### src/hw/rtl/rmf_pkg.sv
// Shared types and constants for the running median filter.
// No dependencies; every other file of the filter imports this package.
package rmf_pkg;

	localparam int SAMPLE_W   = 16;
	localparam int WINDOW_DEF = 100;

	typedef logic [SAMPLE_W-1:0] sample_t;

	// What one sorted cell tells its upper neighbor: its entry after the
	// evicted sample is taken out, and whether that entry exists.
	typedef struct packed {
		sample_t u;
		logic    ok;
	} rmf_link_t;

endpackage

### src/hw/rtl/rmf_age_line.sv
// Arrival-order delay line of the running median filter; yields the oldest item.
// Depends on rmf_pkg.
module rmf_age_line import rmf_pkg::*; #(
	parameter int WINDOW = WINDOW_DEF
) (
	input  logic    clk,
	input  logic    arst_n,
	input  logic    shift,
	input  sample_t x,
	output sample_t oldest
);

	sample_t line_q [WINDOW];

	always_ff @(posedge clk or negedge arst_n) begin
		if (!arst_n) begin
			for (int i = 0; i < WINDOW; i++) begin
				line_q[i] <= '0;
			end
		end else if (shift) begin
			line_q[0] <= x;
			for (int i = 1; i < WINDOW; i++) begin
				line_q[i] <= line_q[i-1];
			end
		end
	end

	assign oldest = line_q[WINDOW-1];

endmodule

### config.mk
export PLATFORM = sky130hd
export DESIGN_NAME = rmf_age_line
export DESIGN_NICKNAME = d
export VERILOG_FILES = /design/src/hw/rtl/rmf_pkg.sv /design/src/hw/rtl/rmf_age_line.sv
export SDC_FILE = /design/constraint.sdc
export NUM_CORES = 2
export LEC_CHECK = 0
export ABC_AREA = 1
export ABC_CLOCK_PERIOD_IN_PS = 900
export BUFFER_PORTS_ARGS = -buffer_cell sky130_fd_sc_hd__clkbuf_2
export CAP_MARGIN = 20
export CORE_MARGIN = 5
export CORE_UTILIZATION = 55
export DETAILED_ROUTE_END_ITERATION = 10
export PLACE_DENSITY = 0.81
export SYNTH_ARGS = -nofsm -noshare
export SYNTH_HDL_FRONTEND = slang
export SYNTH_SLANG_ARGS = --single-unit
### constraint.sdc
create_clock -name clk -period 0.9 [get_ports clk]
set_input_delay 0.09 -clock clk [delete_from_list [all_inputs] [get_ports clk]]
set_output_delay 0.09 -clock clk [all_outputs]
set_load 0.02 [all_outputs]
==> key figures <==
Worst setup path
  – Worst Path Required: 0.81 ns
  – Crit Path Category: flop to output pin
  – CP Cell Sequence: clkbuf_8
  – Critical path data arrival time: 1.32 ns
  – Crit path max fanout: 2
  – Worst path top cell family by delay: flip-flops
  – Max incr delay on CP: 0.42 ns
  – Stages on worst setup path: 1
  – FF-to-FF path depth: 4
  – Critical Path Source Type: flop
  – Critical Path Slowest Stage Cell: dfrtp_1
  – CP Capture Type: output pin
  – CP Buf/Inv Count: 1

Job
  – Max-Cap Viols: 0

Logic synthesis
  – Yosys reg bits: 1,600
  – Yosys top cell area share: 66.0%
  – Dominant cell type by area after synthesis: dfrtp_1
  – Synth Net Count: 6,791
  – Ys Warns: 0
  – Syn avg cell area: 8.96 sq um
  – Synth Cell Area: 0.0606 sq mm
  – Count of cell types in the netlist: 7
  – Syn Inst Count: 6,772
  – Ranking of synthesized cells by area: dfrtp_1, nand2_1, buf_6, buf_2, buf_4
  – Sequential-to-total area share from yosys stat: 66.0%

Clock network
  – Htree depth: 4
  – Clock Tree Buf Depth: 3
  – Skew-Pair Late Insertion Delay: 0.73 ns
  – Clk sinks: 1,600
  – CTS Root Cell: clkbuf_16
  – CTS Buf Count: 151
  – Clock tree from TritonCTS: done
  – Clock-pin slew on the worst setup and hold paths: 0.06 ns

Power
  – Switching portion of total power: 22.5%
  – Power density cells: 2170 mW/mm^2
  – Clock network fraction of total power: 42.9%
  – Pleak: 40.1 nW
  – Seq pwr share: 51.3%
  – NetSw: 33.8 mW
  – Logic pwr share: 5.9%
  – Worst IR Drop VDD: 1.68 mV
  – Pint: 117 mW

Finish
  – Final core occ: 63.6%
  – Commonest cells after routing, fill and taps aside: nand2_1, dfrtp_1, buf_4, clkbuf_16, buf_12
  – Commonest non-fill, non-tap cell in the layout: nand2_1
  – Share of cells above drive strength 1: 7.79%
  – Syn-to-layout area delta: 14.5%
  – Final #Nets: 6,935
  – ANT cells: 0

Timing
  – Crit path setup slack, layout: -0.515 ns
  – Setup TNS: -16.53 ns
  – Slew Viols, Final: 0
  – Final Setup Violations: 97
  – RSZ-0062 raised after global routing: yes
  – Least-Margin Pin Slew: 0.729 ns
  – Tmin final: 1.41 ns
  – Hold Worst Slack: 0.0152 ns
  – Worst clock skew: 0.0243 ns
  – Final Cycle Share: 157%
  – Max Freq: 707 MHz
  – Fin. Hold Viols: 0
  – Slew margin rel.: 51.4%

Floorplan
  – I/O pin count: 35
  – DIE WIDTH: 342 um
  – DIE AREA: 0.117 sq mm
  – Initial Utilization: 55.6%
  – FP Rows: 121
  – Die Height: 342 um
  – Core Region: 0.109 sq mm

Global route
  – Gr ovfl total: 0
  – Antenna violations before repair: 0
  – GRT Util Overall: 19.2%
  – First-pass GRT wire length: 194,000 um
  – Vias in the first global route: 42,000
  – Largest net degree at the start of global routing: 80

Placement
  – Gp weighted congestion: 0.741
  – Detailed placement HPWL: 62,700 um
  – Port bufs: 34

Route
  – Total number of vias: 41,600
  – Final WL: 110,000 um
  – Post-route ant nets: 0
  – Vias per cell: 4.89
  – Detailed-route DRC error count: 0
  – Routed length per instance: 12.9 um
  – Initial DRT Pass Iterations: 8
  – Starting DRC count in detailed routing: 3,364

Worst hold path
  – Worst Hold Depth: 6
  – Hold Crit Class: input pin to flop

Outcome
  – Violated checks: setup timing
  – Status: finished, violations left
## worst min-delay path, cell delays in order
cell     delay [ns]
buf_8          0.14
inv_16         0.07
buf_12         0.12
buf_4          0.16
nand2_1        0.06
nand2_1        0.05
## path summary, 6_finish.rpt
path	from	end	slack, ns
setup / recovery	oldest[3]$_DFFE_PN0P_	oldest[3]	-0.51
hold / removal	shift	line_q[417]$_DFFE_PN0P_	0.02
setup reg to reg	oldest[7]$_DFFE_PN0P_	oldest[7]$_DFFE_PN0P_	0.04
hold reg to reg	line_q[130]$_DFFE_PN0P_	line_q[114]$_DFFE_PN0P_	0.46
max in group asynchronous	arst_n	line_q[491]$_DFFE_PN0P_	0.15
min in group asynchronous	arst_n	line_q[128]$_DFFE_PN0P_	0.07
## power by group through the flow
stage | combinational, mW | sequential (mW) | clock, mW
after floorplan | 5.19 | 77.8 | 0
after global placement | 8.31 | 78.2 | 0
after detailed placement | 8.66 | 78.3 | 0
after CTS | 8.99 | 77.1 | 65.9
after global routing | 10.1 | 77.5 | 69.1
final | 8.81 | 77.1 | 64.5
## synthesized netlist by cell type
cell	number
dfrtp_1	1600
buf_2	237
buf_6	111
nand2_1	4800
clkbuf_1	6
inv_2	1
buf_4	17
## sequential cells by signal, indices dropped and copies added, names as in the netlist
register,count
line_q,1584
oldest,16
## metal layers
metal	vias to the layer above	share of wire, %	global-route usage (%)
met1	20300	45	26.0
met5	-	0	0
met4	0	2.2	6.11
li1	20500	-	-
met2	566	50	32.5
met3	219	3.0	2.80
## metrics by stage
stage	power [mW]	instances	area [sq um]	worst slack, ns
6_report	150	8509	69400	-0.515
5_1_grt	157	8509	69400	-0.580
4_1_cts	152	8505	69300	-0.581
3_5_place_dp	87.0	8180	63600	-0.175
3_3_place_gp	86.5	8180	63600	-0.139
2_1_floorplan	83.0	6772	60700	-0.000256
## cells by family after synthesis
logic type / synth area share (%)
and+or+nand+nor: 29.7
buffers and inverters: 4.27
DFF: 66.0
## cell type report
class	instances	area, sq um
repair buffers	362	4400
inverters	1	20.0
multi-input cells	4800	18000
flip-flops and latches	1600	40000
fillers	8157	39700
well taps	1476	1850
clock buffers	225	4460
clock inverters	45	643
## repair_timing
action,CTS,global route
pin swaps,0,1
cloned,0,1
setup endpoints to repair,16,1557
buffers inserted,4,3
hold buffers,51,5
endpoints found under the hold margin,1860,57
resized for setup,12,52
(Power assumes the default switching activity.)
