File: src/hw/rtl/rmf_pkg.sv
// Shared types and constants for the running median filter.
// No dependencies; every other file of the filter imports this package.
package rmf_pkg;

	localparam int SAMPLE_W   = 16;
	localparam int WINDOW_DEF = 100;

	typedef logic [SAMPLE_W-1:0] sample_t;

	// What one sorted cell tells its upper neighbor: its entry after the
	// evicted sample is taken out, and whether that entry exists.
	typedef struct packed {
		sample_t u;
		logic    ok;
	} rmf_link_t;

endpackage

File: src/hw/rtl/rmf_cell.sv
// One cell of the sorted chain: holds one window entry in ascending order.
// Depends on rmf_pkg.
module rmf_cell import rmf_pkg::*; (
	input  logic      clk,
	input  logic      arst_n,
	input  logic      load,
	input  sample_t   x,          // new item
	input  sample_t   e,          // evicted item
	input  sample_t   v_next,     // entry of the upper neighbor
	input  logic      next_ok,    // upper neighbor exists
	input  rmf_link_t link_prev,  // from the lower neighbor
	output rmf_link_t link,       // to the upper neighbor
	output sample_t   v,
	output sample_t   nxt
);

	sample_t v_q;
	logic    del_here_or_below;
	logic    keep_own;
	logic    take_prev;

	// Eviction sits at or below this cell when this entry is not below it.
	assign del_here_or_below = (v_q >= e);
	assign link.u  = del_here_or_below ? v_next : v_q;
	assign link.ok = next_ok;

	// Merge the new item into the chain with the evicted entry removed.
	assign keep_own  = link.ok && (link.u <= x);
	assign take_prev = link_prev.ok && (link_prev.u > x);

	always_comb begin
		if (keep_own) begin
			nxt = link.u;
		end else if (take_prev) begin
			nxt = link_prev.u;
		end else begin
			nxt = x;
		end
	end

	always_ff @(posedge clk or negedge arst_n) begin
		if (!arst_n) begin
			v_q <= '0;
		end else if (load) begin
			v_q <= nxt;
		end
	end

	assign v = v_q;

endmodule

File: config.mk
export PLATFORM = sky130hd
export DESIGN_NAME = rmf_cell
export DESIGN_NICKNAME = d
export VERILOG_FILES = /design/src/hw/rtl/rmf_pkg.sv /design/src/hw/rtl/rmf_cell.sv
export SDC_FILE = /design/constraint.sdc
export NUM_CORES = 1
export LEC_CHECK = 0
export BUFFER_PORTS_ARGS = -buffer_cell sky130_fd_sc_hd__buf_2
export CAP_MARGIN = 10
export CORE_ASPECT_RATIO = 0.8
export CORE_MARGIN = 2
export CORE_UTILIZATION = 43
export CTS_CLUSTER_DIAMETER = 150
export DETAILED_ROUTE_END_ITERATION = 6
export GPL_ROUTABILITY_DRIVEN = 0
export PLACE_DENSITY = 0.86
export SETUP_SLACK_MARGIN = 0.4
export SLEW_MARGIN = 0
export SYNTH_ARGS = -nofsm -noshare
export SYNTH_HDL_FRONTEND = slang
export SYNTH_SLANG_ARGS = --single-unit
File: constraint.sdc
create_clock -name clk -period 7.1 [get_ports clk]
set_input_delay 1.775 -clock clk [delete_from_list [all_inputs] [get_ports clk]]
set_output_delay 1.775 -clock clk [all_outputs]
set_load 0.02 [all_outputs]
==> results of run 1 <==
-- routing by layer --
metal / share of wire, % / global-route usage [%] / up-vias
met2: 47 / 52.35 / 260
met1: 38 / 39.54 / 1433
met4: 4.7 / 13.10 / 0
li1: - / - / 1359
met3: 9.9 / 7.281 / 60
met5: 0 / 0 / -
-- cell usage after synthesis (all sizes together) (2+ instances only) --
library cell	number	area share (%)
inv	50	7.5
ha	48	24
mux2i	48	19
nand2b	17	4.3
dfrtp	16	16
o221ai	16	8.1
a21oi	12	2.6
o21ai	11	2.2
buf	7	2.7
nand4	7	2.0
nand2	6	0.90
a21o	5	1.5
a211o	3	1.1
nor2	3	0.55
a211oi	2	0.60
a31oi	2	0.75
and3	2	0.50
nand3	2	0.40
nor2b	2	0.50
nor3	2	0.40
-- cell families (layout without fill, tap and decap cells) --
logic type | count (synthesis) | after routing | share of synthesized area [%]
and+or+nand+nor | 45 | 45 | 11.07
AOI/OAI and AO/OA | 58 | 58 | 19.33
DFF | 16 | 16 | 16.02
adders and majority gates | 48 | 48 | 24.04
muxes | 48 | 48 | 19.23
buffers and inverters | 58 | 230 | 10.32
-- worst reg2reg max path: stages (launching register included) --
cell and delay, ps:
dfrtp_1 510, ha_4 260, and3_4 160, a221o_1 350, a31oi_4 200, o21ai_4 120
buf_12 140, buf_16 140, mux2i_4 190, inv_2 80, ha_4 290, nand2_4 60
or4_4 560, a21oi_4 170, a2111oi_4 70, buf_4 150, buf_4 130, buf_4 130
or3b_1 750, o221ai_1 400
-- power by group through the flow --
stage	combinational (uW)	clock, uW	sequential (uW)
4_1_cts	1850	74.3	222
3_5_place_dp	1540	0	213
6_report	2010	73.8	230
2_1_floorplan	952	0	256
3_3_place_gp	1490	0	212
5_1_grt	2110	78.0	236
-- path summary, 6_finish.rpt --
kind / start / end / slack, ps / cells past startpoint
worst min-delay path: v[0] / v[0] / 580 / 2
worst min register to register: v[0] / v[0] / 580 / 2
max in group asynchronous: arst_n / v[3] / 5340 / 1
worst max register to register: v[4] / v[15] / 2130 / 19
min in group asynchronous: arst_n / v[8] / 1450 / 1
worst max-delay path: e[15] / nxt[3] / -210 / 21
-- cells in the final DEF, fill, tap and decap left out, types with 2 or more instances in the layout --
| master | count |
|---|---|
| nor2b_1 | 2 |
| a21o_1 | 5 |
| o221ai_2 | 10 |
| nand2_1 | 4 |
| buf_6 | 10 |
| a21oi_2 | 2 |
| inv_2 | 18 |
| o21ai_2 | 4 |
| mux2i_4 | 23 |
| buf_4 | 60 |
| inv_1 | 28 |
| mux2i_2 | 2 |
| o21ai_0 | 5 |
| nor2_1 | 2 |
| ha_1 | 27 |
| buf_16 | 2 |
| dfrtp_1 | 16 |
| buf_12 | 4 |
| o221ai_1 | 6 |
| a21oi_1 | 9 |
| nand4_1 | 6 |
| buf_2 | 100 |
| ha_4 | 21 |
| clkbuf_8 | 3 |
| nand2b_1 | 17 |
| nor3_1 | 2 |
| nand3_1 | 2 |
| inv_4 | 3 |
| nand2_4 | 2 |
| a211o_1 | 3 |
| mux2i_1 | 23 |
-- final cells by class --
class	instances	area [um2]	share of cell area (%)
clock buffers	3	41.29	0.9249
repair buffers	177	1214	27.19
multi-input cells	199	2509	56.19
well taps	78	97.59	2.186
inverters	50	202.7	4.540
flip-flops and latches	16	400.4	8.969
-- stage by stage --
| step | util, % | TNS (ps) |
|---|---|---|
| floorplan | - | 0 |
| global placement | 69.09 | -76.75 |
| detailed placement | 69.09 | -1276 |
| CTS | 78.89 | -33.44 |
| global route | 80.80 | -4378 |
| finish | 80.80 | -2585 |
-- timing repair --
action                                  in CTS  in global routing
hold buffers                                 0                  0
buffers inserted                            16                  3
cloned                                       2                  0
pin swaps                                   11                 21
resized for setup                           55                 17
endpoints found under the setup margin      16                 16
==> results.rst, run 1 <==
.. list-table::
   :header-rows: 1

   * - Metric
     - Value
   * - Clk_skew
     - 3.679 ps
   * - First-pass GRT wire length
     - 15.38 mm
   * - Post-detailed-route via-to-cell ratio
     - 5.950
   * - Buffer depth of the longest clock path
     - 2
   * - Total Power
     - 2312 uW
   * - Internal
     - 1187 uW
   * - Number of clock sinks seen by CTS
     - 16
   * - Cells traversed along the worst timing path
     - buf_2, inv_4, ha_4, a41oi_1, o21ai_1, nand3_1, o21ai_4, buf_12, buf_16, mux2i_4, inv_2, ha_4, nand2_4, or4_4, a21oi_4, a2111oi_4, nor2_4, buf_12, buf_16, mux2i_1, buf_4
   * - Via count
     - 3,112
   * - RSZ-0062 raised after global routing
     - true
   * - Combinational group share of total power
     - 86.9%
   * - Core Area
     - 0.005525 mm2
   * - Port Buffers
     - 117
   * - Final design instance area without fill
     - 0.004464 mm2
   * - Net switching component of the power
     - 1125 uW
   * - Post-route setup slack
     - -214.7 ps
   * - Layout-stage area growth over the synthesis result
     - 78.67%
   * - Required @ worst endpoint
     - 5330 ps
   * - Endpoints failing hold
     - 0
   * - Cell type group with the largest total delay on the critical path
     - simple AND/OR/NAND/NOR gates
   * - Overall global routing resource usage
     - 31.61%
   * - CTS tree
     - done
   * - Post-synth cell types
     - 41
   * - CTS clk-pin slew, worst paths
     - 70 ps
   * - Pre-CTS setup slack
     - -106.6 ps
   * - Register area share after synthesis
     - 16.02%
   * - Number of synthesized register bits
     - 16
   * - Number of global-route vias before repair
     - 3,073
   * - Total buffers and inverters traversed by the critical path
     - 8
   * - Initial antenna violation count
     - 0
   * - Buffer cell driving the clock tree root
     - clkbuf_8
   * - Layout fillers
     - 310
   * - Remaining antenna violation count after routing
     - 0
   * - Relative contribution of sequential cells to total power
     - 9.9%
   * - Inserted Clock Buffers
     - 3
   * - Routed wirelength normalized by instance count
     - 20.51 um
   * - Tightest Pin Transition
     - 918.2 ps
   * - Share of synthesized registers carrying an async set or reset
     - 100.0%
   * - Outcome
     - complete, but fails checks
   * - Count of boundary I/O pins
     - 118
   * - Portion of total power attributed to the clock network
     - 3.2%
   * - Die outline height
     - 72.18 um
   * - Peak per-stage delay on the critical path
     - 560 ps
   * - Die X-Extent
     - 89.23 um
   * - Cell Count, Final, Fillers Out
     - 523
   * - Post-synthesis instance area
     - 0.002499 mm2
   * - Fmax achieved
     - 136.7 MHz
   * - Synthesized area per cell
     - 9.153 um2
   * - Initial detailed-routing violation count
     - 253
   * - Instance count of the mapped netlist
     - 273
   * - Number of H-tree branching levels
     - 1
   * - Maximum number of pins on one net before global-route repair
     - 19
   * - Rel. slew slack
     - 38.79%
   * - Critical path capture point type
     - output port
   * - Antenna Cells
     - 0
   * - Number of flip-flops in the largest register
     - 16
   * - Period Utilization, post-route
     - 103.0%
   * - Layout cell share with drive strength beyond 1
     - 62.25%
   * - Starting utilization of the core area
     - 45.22%
   * - Data arrival time of the worst path
     - 5540 ps
   * - Routed Wire Length
     - 10.73 mm
   * - Post-Syn Nets
     - 390
   * - Violated checks
     - design-rule violations, negative setup slack
   * - Overflow left after global routing
     - 0
   * - Count of standard-cell rows
     - 24
   * - Setup violations, final
     - 16
   * - Number of iterations in the first detailed-routing pass
     - 7
   * - Most common flop cell mapped by yosys
     - dfrtp_1
   * - Critical Setup Path Class
     - primary input to output port
   * - Worst min-delay path category
     - register to register
   * - Pleak
     - 0.002146 uW
   * - VDD IR-drop max
     - 345.7 uV
   * - Maximum capacitance violations
     - 0
   * - Switching power as a share of total power
     - 48.65%
   * - Number of instances in the placed design
     - 499
   * - Post-layout minimum cycle time
     - 7315 ps
   * - CP Max Fanout
     - 5
   * - Post-synth EDFFs
     - 0
   * - Total Nets Final
     - 564
   * - Master of the slowest instance on the critical path
     - or4_4
   * - DRC violations left
     - 1
   * - Die footprint
     - 0.006440 mm2
   * - WHS
     - 575.4 ps
   * - Clock latency reported for the late side of the worst-skew pair
     - 260 ps
   * - Power per standard cell area
     - 517.8 mW/mm2
   * - Element type at the critical path start
     - primary input
   * - Number of max-slew violations in the final report
     - 0
   * - Final HPWL DP
     - 6.972 mm
   * - YS warnings
     - 0
   * - Placed Area
     - 0.003817 mm2
(Power assumes the default switching activity.)
==> run 2, diff against run 1 <==
Settings changed: ABC_AREA set to 1, BUFFER_PORTS_ARGS -buffer_cell sky130_fd_sc_hd__buf_2 to -buffer_cell sky130_fd_sc_hd__buf_4, CORE_UTILIZATION 43 to 45, PLACE_DENSITY 0.86 to 0.79.
==> run 2 against run 1 <==
  * The flow now finishes without violations
  * Area after synthesis up 11%
  * Wire length down 13%
  * Sequential share of layout area up 0.50 points
  * Critical path type unchanged
==> results.rst, run 2 <==
.. list-table::
   :header-rows: 1

   * - Metric
     - Value
   * - Number of iterations in the first detailed-routing pass
     - 6 (-1)
   * - Post-Syn Nets
     - 571 (+46%)
   * - Total Nets Final
     - 702 (+24%)
   * - Instance count of the mapped netlist
     - 454 (+66%)
   * - Maximum capacitance violations
     - 0 (unchanged)
   * - Final HPWL DP
     - 7.198 mm (+3.2%)
   * - Post-synthesis instance area
     - 0.002776 mm2 (+11%)
   * - Element type at the critical path start
     - primary input
   * - Register area share after synthesis
     - 14.42% (-1.6 points)
   * - Port Buffers
     - 117 (unchanged)
   * - YS warnings
     - 0 (unchanged)
   * - DRC violations left
     - 0 (-1)
   * - Core Area
     - 0.005943 mm2 (+7.6%)
   * - Initial detailed-routing violation count
     - 158 (-38%)
   * - Maximum number of pins on one net before global-route repair
     - 18 (-1)
   * - Layout cell share with drive strength beyond 1
     - 36.64% (-26 points)
   * - Endpoints failing hold
     - 0 (unchanged)
   * - Routed Wire Length
     - 9.344 mm (-13%)
   * - Initial antenna violation count
     - 0 (unchanged)
   * - Number of max-slew violations in the final report
     - 0 (unchanged)
   * - Peak per-stage delay on the critical path
     - 310 ps (-250 ps)
   * - Die outline height
     - 74.26 um (+2.9%)
   * - CTS clk-pin slew, worst paths
     - 70 ps (about the same)
   * - Starting utilization of the core area
     - 46.72% (+1.5 points)
   * - First-pass GRT wire length
     - 13.89 mm (-9.7%)
   * - Outcome
     - complete, no violations
   * - Inserted Clock Buffers
     - 3 (unchanged)
   * - Critical path capture point type
     - output port
   * - Post-synth cell types
     - 28 (-32%)
   * - Critical Setup Path Class
     - primary input to output port
   * - Buffer cell driving the clock tree root
     - clkbuf_8
   * - Post-CTS Hold Fix Bufs
     - 0 (unchanged)
   * - Via count
     - 3,442 (+11%)
   * - Post-synth EDFFs
     - 0 (unchanged)
   * - Die footprint
     - 0.006818 mm2 (+5.9%)
   * - Layout fillers
     - 505 (+63%)
   * - Setup violations, final
     - 0 (-16)
   * - Overall global routing resource usage
     - 25.00% (-6.6 points)
   * - Die X-Extent
     - 91.82 um (+2.9%)
   * - Clk_skew
     - 1.868 ps (-1.811 ps)
   * - Most area-hungry cell type in the Yosys netlist
     - ha_1
   * - Share of synthesized registers carrying an async set or reset
     - 100.0% (unchanged)
   * - CTS tree
     - done
   * - Buffer depth of the longest clock path
     - 2 (unchanged)
   * - Min-Delay Startpoint
     - v[0]
   * - Most numerous cell types in the synthesized netlist
     - 158 x nand2_1, 90 x inv_1, 48 x ha_1, 47 x nand3_1, 18 x nand4_1
   * - Number of clock sinks seen by CTS
     - 16 (unchanged)
   * - Period Utilization, post-route
     - 92.83% (-10 points)
   * - Fmax achieved
     - 151.7 MHz (+11%)
   * - CP Max Fanout
     - 8 (+3)
   * - Post-detailed-route via-to-cell ratio
     - 5.176 (-13%)
   * - Leading cell types by total area after synthesis
     - ha_1 22%, nand2_1 21%, dfrtp_1 14%
   * - Most frequent cell after synthesis
     - nand2_1
   * - Tightest Pin Transition
     - 780.6 ps (-137.6 ps)
   * - Number of synthesized register bits
     - 16 (unchanged)
   * - Number of flip-flops in the largest register
     - 16 (unchanged)
   * - Post-layout minimum cycle time
     - 6591 ps (-724.1 ps)
   * - Number of global-route vias before repair
     - 3,156 (+2.7%)
   * - Most used cells in the layout excluding fill and tap cells
     - 133 x nand2_1, 123 x buf_4, 80 x inv_1, 45 x nand3_1, 42 x ha_1
   * - Synthesized area per cell
     - 6.115 um2 (-33%)
   * - Count of standard-cell rows
     - 25 (+4.2%)
   * - Antenna Cells
     - 0 (unchanged)
   * - Area of the multi-input gates
     - 0.002226 mm2 (-11%)
   * - Cells traversed along the worst timing path
     - buf_4, inv_2, ha_4, nand2_2, inv_2, nand3_2, nor3_4, nand2_4, clkbuf_16, nand4_1, nand2_2, inv_2, ha_1, a21oi_1, o21ai_0, a21oi_1, nand2_2, a21boi_2, buf_6, nand2_4, and2_4, buf_6
   * - Data arrival time of the worst path
     - 4820 ps (-720 ps)
   * - Most common flop cell mapped by yosys
     - dfrtp_1
   * - Source of the worst register-to-register timing path
     - v[11]
   * - Number of H-tree branching levels
     - 1 (unchanged)
   * - Power per standard cell area
     - 367.9 mW/mm2 (-29%)
   * - Sequential Area
     - 400.4 um2 (unchanged)
   * - Clock latency reported for the late side of the worst-skew pair
     - 260 ps (about the same)
   * - Worst Setup SP
     - e[11]
   * - Pleak
     - 0.002589 uW (+21%)
   * - Layout Utilization
     - 71.14% (-9.7 points)
   * - Required @ worst endpoint
     - 5330 ps (about the same)
   * - Rel. slew slack
     - 47.66% (+8.9 points)
   * - Routed wirelength normalized by instance count
     - 14.05 um (-31%)
   * - RSZ-0062 raised after global routing
     - false
   * - Proportion of netlist area held by the largest area contributor
     - 21.63% (-2.4 points)
   * - Worst min-delay path category
     - register to register
   * - Leading cell type in the layout, fill and taps excluded
     - nand2_1
   * - Master of the slowest instance on the critical path
     - nor3_4
   * - Count of boundary I/O pins
     - 118 (unchanged)
   * - Layout-stage area growth over the synthesis result
     - 52.28%
   * - Overflow left after global routing
     - 0 (unchanged)
   * - Remaining antenna violation count after routing
     - 0 (unchanged)
   * - VDD IR-drop max
     - 274.6 uV (-21%)
   * - Final total negative setup slack
     - 0 ps (+2585 ps)
run 2: cells by family after synthesis:
family	count (synthesis)	synth area share, %
simple gates	261	42.95
buf+inv	103	15.19
fa+ha+maj	48	21.63
compound gates	26	5.813
flops	16	14.42
run 2: repair_timing:
item | 4_1_cts | 5_1_grt
cloned | 0 | 4
pin swaps | 1 | 26
gates resized for setup | 1 | 83
endpoints found under the hold margin | 0 | 0
buffers inserted | 3 | 13
endpoints found under the setup margin | 16 | 16
run 2: area by class of cell:
cell class	instances	share of cell area [%]
clock buffer	4	1.302
tap	81	2.397
inverter	90	7.991
timing repair buffer	137	26.19
sequential	16	9.470
multi-input combinational	337	52.65
run 2: stage by stage:
stage | hold slack (ps) | cell area [um2] | instances | setup WS [ps] | total power, uW
finish | 546.9 | 4228 | 665 | 509.4 | 1555
global route | 572.1 | 4228 | 665 | 351.4 | 1678
CTS | 538.6 | 3767 | 648 | 428.3 | 1311
detailed placement | 522.9 | 3687 | 641 | 218.2 | 1206
global placement | 502.9 | 3687 | 641 | 331.1 | 1186
floorplan | 609.5 | 2776 | 454 | 837.4 | 829.4
run 2: worst paths after layout:
kind                       slack [ps]     end  cells past startpoint
setup / recovery                  510  nxt[7]                     22
hold / removal                    550    v[0]                      2
setup reg to reg                 3640    v[4]                     20
hold reg to reg                   550    v[0]                      2
max in group asynchronous        5540    v[9]                      1
min in group asynchronous        1370    v[2]                      1
run 2: power by group:
group          switching, uW  internal (uW)  total (uW)
registers               47.3            126         173
logic                    748            548        1300
clock network           36.6           49.3        85.9
total                    832            723        1560
run 2: worst max-delay path, delay by kind of cell:
| family | cells | cell delay, ps |
|---|---|---|
| and+or+nand+nor | 9 | 1090 |
| buffers and inverters | 7 | 780 |
| AOI/OAI and AO/OA | 4 | 650 |
| adders and majority gates | 2 | 500 |
run 2: layer usage:
metal	track usage, %	vias up	part of all wire (%)
li1	-	1700	-
met1	32.61	1550	43
met2	44.61	184	46
met3	5.471	8	10
met4	2.653	0	0.94
met5	0	-	0
